File: src/design/sdq_pkg.sv
package sdq_pkg;

  // Width of a stored thread id (the id field of a result is 8 bits)
  localparam int ID_W = 8;
  localparam int TICK_W = 64;
  localparam int DUR_W = 32;

  // Result status codes
  typedef enum logic [1:0] {
    ST_QUEUED = 2'd0,
    ST_FULL   = 2'd1,
    ST_WOKEN  = 2'd2,
    ST_NONE   = 2'd3
  } status_t;

  // Request kinds
  localparam logic KIND_TICK  = 1'b0;
  localparam logic KIND_SLEEP = 1'b1;

  // One queue slot
  typedef struct packed {
    logic              valid;
    logic [TICK_W-1:0] wake;
    logic [ID_W-1:0]   id;
  } entry_t;

  // Queue operation, broadcast to every cell
  typedef struct packed {
    logic ins;
    logic pop;
  } ctl_t;

endpackage

File: src/design/sdq_cell.sv
module sdq_cell (
  input  logic            clk,
  input  logic            rst,
  input  sdq_pkg::ctl_t   ctl,
  input  sdq_pkg::entry_t new_entry,
  input  sdq_pkg::entry_t left,
  input  sdq_pkg::entry_t right,
  input  logic            left_gt,
  output logic            gt,
  output sdq_pkg::entry_t entry
);

  // Slot is empty or wakes strictly later than the new entry
  assign gt = !entry.valid || (entry.wake > new_entry.wake);

  // Pop shifts toward the head; insert shifts later entries away from it
  always_ff @(posedge clk) begin
    if (rst) begin
      entry.valid <= 1'b0;
    end else if (ctl.pop) begin
      entry <= right;
    end else if (ctl.ins && gt) begin
      entry <= left_gt ? left : new_entry;
    end
  end

endmodule

File: src/design/sleep_deadline_queue.sv
// Sleep deadline queue: 64-bit tick counter plus a queue of sleeping threads
// ordered by wake time, held in a chain of cells (head is cell 0).
// Input channel (in_valid/in_ready): kind 0 is a timer tick, kind 1 a sleep
// request carrying thread_id and duration_ms.
// Output channel (out_valid/out_ready): status, woken_id, tick_now, last.
// A sleep request: the wake time is added at accept, and once the output
// register is free it is compared against every cell at once, inserted, and
// the single result is loaded. A request to a full queue is rejected.
// A tick bumps the counter at accept, then delivers one result per cycle
// from the head cell while the receiver keeps up: one for each woken thread,
// or a single "nothing due" result. The last result of a request has last set.
// Results pass through one output register; the next request is taken
// while the final result still waits there. When the receiver stalls, the
// result register holds and the tick scan waits.
// Reset clears the counter and empties the queue.
module sleep_deadline_queue #(
  parameter int QUEUE_DEPTH = 16,
  parameter int ID_BITS     = 8
) (
  input  logic        clk,
  input  logic        rst,
  input  logic        in_valid,
  output logic        in_ready,
  input  logic        kind,
  input  logic [7:0]  thread_id,
  input  logic [31:0] duration_ms,
  output logic        out_valid,
  input  logic        out_ready,
  output logic [1:0]  status,
  output logic [7:0]  woken_id,
  output logic [63:0] tick_now,
  output logic        last
);

  localparam int IdKeep = (ID_BITS < sdq_pkg::ID_W) ? ID_BITS : sdq_pkg::ID_W;
  localparam logic [sdq_pkg::ID_W-1:0] IdMask = sdq_pkg::ID_W'((1 << IdKeep) - 1);

  typedef enum logic [1:0] {IDLE, SLEEP, TICK} state_t;

  state_t                     state;
  logic [sdq_pkg::TICK_W-1:0] tick_count;
  sdq_pkg::entry_t            req;
  sdq_pkg::status_t           status_q;

  sdq_pkg::entry_t            cells [QUEUE_DEPTH];
  logic                       gts   [QUEUE_DEPTH];
  sdq_pkg::ctl_t              ctl;

  logic in_fire;
  logic out_free;
  logic load_out;
  logic full;
  logic due0;
  logic due1;

  assign in_ready = (state == IDLE);
  assign in_fire  = in_valid && in_ready;
  assign out_free = !out_valid || out_ready;
  assign load_out = ((state == SLEEP) || (state == TICK)) && out_free;
  assign full     = cells[QUEUE_DEPTH-1].valid;
  assign due0     = cells[0].valid && (cells[0].wake <= tick_count);
  assign status   = status_q;

  generate
    if (QUEUE_DEPTH > 1) begin : g_due1
      assign due1 = cells[1].valid && (cells[1].wake <= tick_count);
    end else begin : g_no_due1
      assign due1 = 1'b0;
    end
  endgenerate

  // Queue operations for this cycle
  always_comb begin
    ctl.ins = (state == SLEEP) && out_free && !full;
    ctl.pop = (state == TICK) && out_free && due0;
  end

  // Chain of cells
  generate
    for (genvar i = 0; i < QUEUE_DEPTH; i++) begin : g_cell
      sdq_pkg::entry_t left_e;
      sdq_pkg::entry_t right_e;
      logic            left_g;
      if (i == 0) begin : g_head
        assign left_e = '0;
        assign left_g = 1'b0;
      end else begin : g_mid
        assign left_e = cells[i-1];
        assign left_g = gts[i-1];
      end
      if (i == QUEUE_DEPTH - 1) begin : g_tail
        assign right_e = '0;
      end else begin : g_body
        assign right_e = cells[i+1];
      end
      sdq_cell u_cell (
        .clk       (clk),
        .rst       (rst),
        .ctl       (ctl),
        .new_entry (req),
        .left      (left_e),
        .right     (right_e),
        .left_gt   (left_g),
        .gt        (gts[i]),
        .entry     (cells[i])
      );
    end
  endgenerate

  // Control, counter, request capture and result register
  always_ff @(posedge clk) begin
    if (rst) begin
      state      <= IDLE;
      tick_count <= '0;
      out_valid  <= 1'b0;
    end else begin
      // Result valid: set on a load, cleared once taken
      if (load_out) begin
        out_valid <= 1'b1;
      end else if (out_ready) begin
        out_valid <= 1'b0;
      end
      case (state)
        IDLE: begin
          if (in_fire) begin
            req.valid <= 1'b1;
            req.wake  <= tick_count + sdq_pkg::TICK_W'(duration_ms);
            req.id    <= thread_id & IdMask;
            if (kind == sdq_pkg::KIND_SLEEP) begin
              state <= SLEEP;
            end else begin
              tick_count <= tick_count + sdq_pkg::TICK_W'(1);
              state      <= TICK;
            end
          end
        end
        SLEEP: begin
          if (out_free) begin
            status_q  <= full ? sdq_pkg::ST_FULL : sdq_pkg::ST_QUEUED;
            woken_id  <= req.id;
            tick_now  <= tick_count;
            last      <= 1'b1;
            state     <= IDLE;
          end
        end
        TICK: begin
          if (out_free) begin
            tick_now  <= tick_count;
            if (due0) begin
              status_q <= sdq_pkg::ST_WOKEN;
              woken_id <= cells[0].id;
              last     <= !due1;
              if (!due1) begin
                state <= IDLE;
              end
            end else begin
              // only reached on the first scan step: nothing due
              status_q <= sdq_pkg::ST_NONE;
              woken_id <= '0;
              last     <= 1'b1;
              state    <= IDLE;
            end
          end
        end
        default: begin
          state <= IDLE;
        end
      endcase
    end
  end

endmodule
File: config.mk
export PLATFORM = sky130hd
export DESIGN_NAME = sleep_deadline_queue
export DESIGN_NICKNAME = d
export VERILOG_FILES = /design/src/design/sdq_pkg.sv /design/src/design/sdq_cell.sv /design/src/design/sleep_deadline_queue.sv
export SDC_FILE = /design/constraint.sdc
export NUM_CORES = 2
export LEC_CHECK = 0
export ABC_CLOCK_PERIOD_IN_PS = 6700
export BUFFER_PORTS_ARGS = -buffer_cell sky130_fd_sc_hd__buf_2
export CAP_MARGIN = 20
export CORE_MARGIN = 4
export CORE_UTILIZATION = 55
export CTS_BUF_LIST = sky130_fd_sc_hd__clkbuf_16
export DETAILED_ROUTE_END_ITERATION = 8
export GPL_TIMING_DRIVEN = 0
export PLACE_DENSITY = 0.73
export SLEW_MARGIN = 5
export SYNTH_ARGS = -nofsm -noshare
export SYNTH_HDL_FRONTEND = slang
export SYNTH_SLANG_ARGS = --single-unit
export TNS_END_PERCENT = 1
File: constraint.sdc
create_clock -name clk -period 6.7 [get_ports clk]
set_clock_uncertainty 0.05 [all_clocks]
set_input_delay 0.335 -clock clk [delete_from_list [all_inputs] [get_ports clk]]
set_output_delay 0.335 -clock clk [all_outputs]
set_load 0.05 [all_outputs]
==> impl_metrics.ini <==
[clocking]
clock_latency_ns = 0.83
cts_tree = yes
clk_pin_slew_ns = 0.06
cts.sinks = 1382
cts_buffers = 160
cts_root_buf = clkbuf_16
clockBufferDepth = 3
cts_max_level = 4

[pwr]
p_int_uw = 15900
p_per_area_nw_per_um2 = 215
p_seq_share_pct = 47.0
pwr-share-clk_pct = 39.0
p_comb_share_pct = 14.0
p_sw_uw = 6270
peakVddDrop_uv = 295
swShare_pct = 28.2
leakage_uw = 0.0429
power_uw = 22200

[floorplanning]
rows = 150
die_area_um2 = 174000
core_area_um2 = 167000
start_util_pct = 55.3
ios = 122
die_w_um = 417
die_h_um = 417

[cells_and_area]
area.growth.synth_to_final_pct = 11.8
layout-drive-gt1-share_pct = 8.96
final_area_um2 = 103000
nFillCells = 13600
layout.nets = 10800
final_util_pct = 61.8

[timing]
worst_pin_slew_ns = 1.27
setup_tns_ns = -11.50
finalSetupViolCount = 205
rsz0062_at_grt = false
post-route-min-period_ns = 6.83
drv_slew = 0
max_freq_ghz = 0.146
finalHoldViolCount = 0
setup_ws_ns = -0.129
fin_crit_sh_pct = 102
slew-limit-headroom_pct = 13.0

[critical_path]
r2r_cells = 13
cp_cell_sequence = inv_1 > ha_1 > nand4_1 > nor3_1 > nand4_1 > a311oi_2 > nor4_1 > a21boi_0 > buf_2 > buf_2 > nor2_1 > nor2_4 > buf_12
cp-start-kind = flip-flop
crit_family = simple AND/OR/NAND/NOR gates
end_kind = flip-flop
slowest_delay_ns = 0.80
crit_slowest_cell = nor3_1
worstPathMaxFanout = 24
worstPathRequired_ns = 7.16
path_buf_inv = 4
cp.depth = 13
crit_type = reg -> reg
cp_data_arrival_time_ns = 7.28

[placement]
place_area_um2 = 96700
place_ws_ns = -0.516
gp_congestion = 1.05
port_buffers = 120
hpwl_um = 280000

[global_route]
grt_pass1_vias = 76600
antenna_found_initial = 13
grt_max_degree = 65
grt_pass1_wl_um = 499000
gr-total-overflow = 0
globalRouteTotalUtil_pct = 38.8

[logic_synthesis]
synth.distinct_cells = 87
synth_nets = 10300
syn_area_per_cell_um2 = 10.1
yosysTopAreaCell = edfxtp_1
ys_warn_count = 0
ys_async_sr_fraction_pct = 0
yosysSeqAreaShare_pct = 44.1
netlist_top_cells_area = edfxtp_1, ha_1, mux2i_1
syn_inst = 9152
synth-edff-count = 1299
yosys_register_bits = 1382
synth_top_area_share_pct = 42.3
synth.cell_area_um2 = 92200
ys.flop_type = edfxtp_1

[outcome]
violations = negative setup slack
status = finished with violations

[routing]
routedWlPerCell_um = 29.1
wl_met1_um = 133000
totalWireLength_um = 348000
drc_errors = 0
top_layer = met5
antenna_left = 0
wl_met3_um = 45200
dr_wl_met2_um = 147000
num_vias = 78900
vias_per_cell = 6.59
first_pass_iters = 8
drt_iter0_markers = 10700

[hold_path]
hold-path-cell-count = 3
hold_path.class = in -> reg

[run]
maxCapViolations = 0
==> cells in the mapped netlist (41+ instances only) <==
| master | number |
|---|---|
| and4_1 | 41 |
| inv_1 | 198 |
| o21ai_1 | 439 |
| nand4_1 | 215 |
| nor4_1 | 56 |
| clkbuf_1 | 270 |
| nand3_1 | 142 |
| nor3_1 | 69 |
| a21o_1 | 83 |
| buf_2 | 205 |
| nor2_1 | 588 |
| edfxtp_1 | 1299 |
| a21oi_2 | 60 |
| or3_1 | 90 |
| xnor2_1 | 105 |
| mux2i_1 | 867 |
| o21ai_0 | 639 |
| a31oi_1 | 87 |
| ha_1 | 1124 |
| a21oi_1 | 774 |
| dfxtp_1 | 83 |
| nand2_1 | 1281 |
==> sequential cells by signal, summed over array words and instances, names as in the netlist <==
register,cells
out_valid,1
status,2
woken_id,8
req,72
tick_count,64
state,2
g_cell.u_cell.entry,1168
tick_now,64
last,1
==> path summary, 6_finish.rpt <==
path | start | end | slack, ns
min reg2reg | tick_count[33]$_SDFFE_PP0P_ | tick_now[33]$_DFFE_PP_ | 0.38
max | req[44]$_DFFE_PP_ | g_cell[0].u_cell.entry[16]$_DFFE_PP_ | -0.13
max reg2reg | req[44]$_DFFE_PP_ | g_cell[0].u_cell.entry[16]$_DFFE_PP_ | -0.13
min | duration_ms[31] | req[39]$_DFFE_PP_ | 0.06
==> per-layer routing <==
metal / GRT usage, % / vias to the layer above
met4: 22.1 / 2
met2: 57.7 / 4835
met1: 51.1 / 38000
met5: 0 / -
met3: 10.7 / 831
li1: - / 35200
==> cells in the final DEF (no fill, tap or decap), types with 28 or more instances in the layout <==
cell type,synthesis,final
a211oi_1,38,37
a21o_1,83,83
a21oi_1,774,770
a21oi_2,60,60
a221oi_1,34,34
a31oi_1,87,87
and4_1,41,41
buf_12,0,29
buf_2,205,326
buf_4,4,121
clkbuf_1,270,265
clkbuf_16,0,169
clkinv_1,0,41
clkinvlp_4,0,33
dfxtp_1,83,83
dlygate4sd3_1,0,28
edfxtp_1,1299,1299
ha_1,1124,1124
inv_1,198,204
mux2i_1,867,867
nand2_1,1281,1281
nand3_1,142,142
nand4_1,215,215
nor2_1,588,576
nor2b_1,29,29
nor3_1,69,67
nor4_1,56,54
o21ai_0,639,639
o21ai_1,439,439
or3_1,90,90
xnor2_1,105,105
==> tightest hold or removal path: stages <==
cell and delay [ns]:
buf_2 0.09, ha_1 0.22, xnor2_1 0.17
==> power by group through the flow <==
| stage | Combinational [uW] | Clock [uW] | Sequential (uW) |
|---|---|---|---|
| after floorplan | 1850 | 0 | 10500 |
| after CTS | 2980 | 8650 | 10400 |
| after global routing | 3370 | 9000 | 10400 |
| after detailed placement | 2930 | 0 | 10600 |
| final | 3110 | 8660 | 10400 |
| after global placement | 2720 | 0 | 10600 |
==> metrics by stage <==
step / cells / hold slack (ns)
2_1_floorplan: 9152 / 0.353
3_3_place_gp: 11500 / 0.370
3_5_place_dp: 11500 / 0.359
4_1_cts: 11900 / 0.00346
5_1_grt: 12000 / 0.0698
6_report: 12000 / 0.0615
==> cells by family (layout without fill, tap and decap cells) <==
logic type	Yosys count	count (layout)	share of synthesized area (%)
flip-flops	1382	1382	44.1
XOR/XNOR	114	114	1.08
adder cells (fa/ha/maj)	1125	1125	15.3
multiplexers	869	869	9.44
other	0	4	0
buffers and inverters	717	1321	3.35
AO/OA/AOI/OAI	2338	2338	14.2
AND/OR/NAND/NOR	2607	2608	12.6
==> cell type report <==
cell class,count,area [um2],share of cell area (%)
Multi-Input combinational cell,7054,48600,47.2
Sequential cell,1382,40700,39.5
Clock buffer,169,4230,4.10
Timing Repair Buffer,313,2770,2.69
Tap cell,2204,2760,2.68
Buffer,516,2340,2.27
Inverter,201,855,0.829
Clock inverter,122,785,0.761
Antenna cell,4,10.0,0.00971
==> timing repair <==
action | 4_1_cts | 5_1_grt
gates resized for setup | 7 | 25
pin swaps | 0 | 1
hold endpoints to repair | 29 | 0
gates cloned | 0 | 1
setup buffers | 23 | 96
hold buffers | 28 | 0
setup endpoints to repair | 308 | 438
No activity file was read; power rests on OpenSTA's default activity.
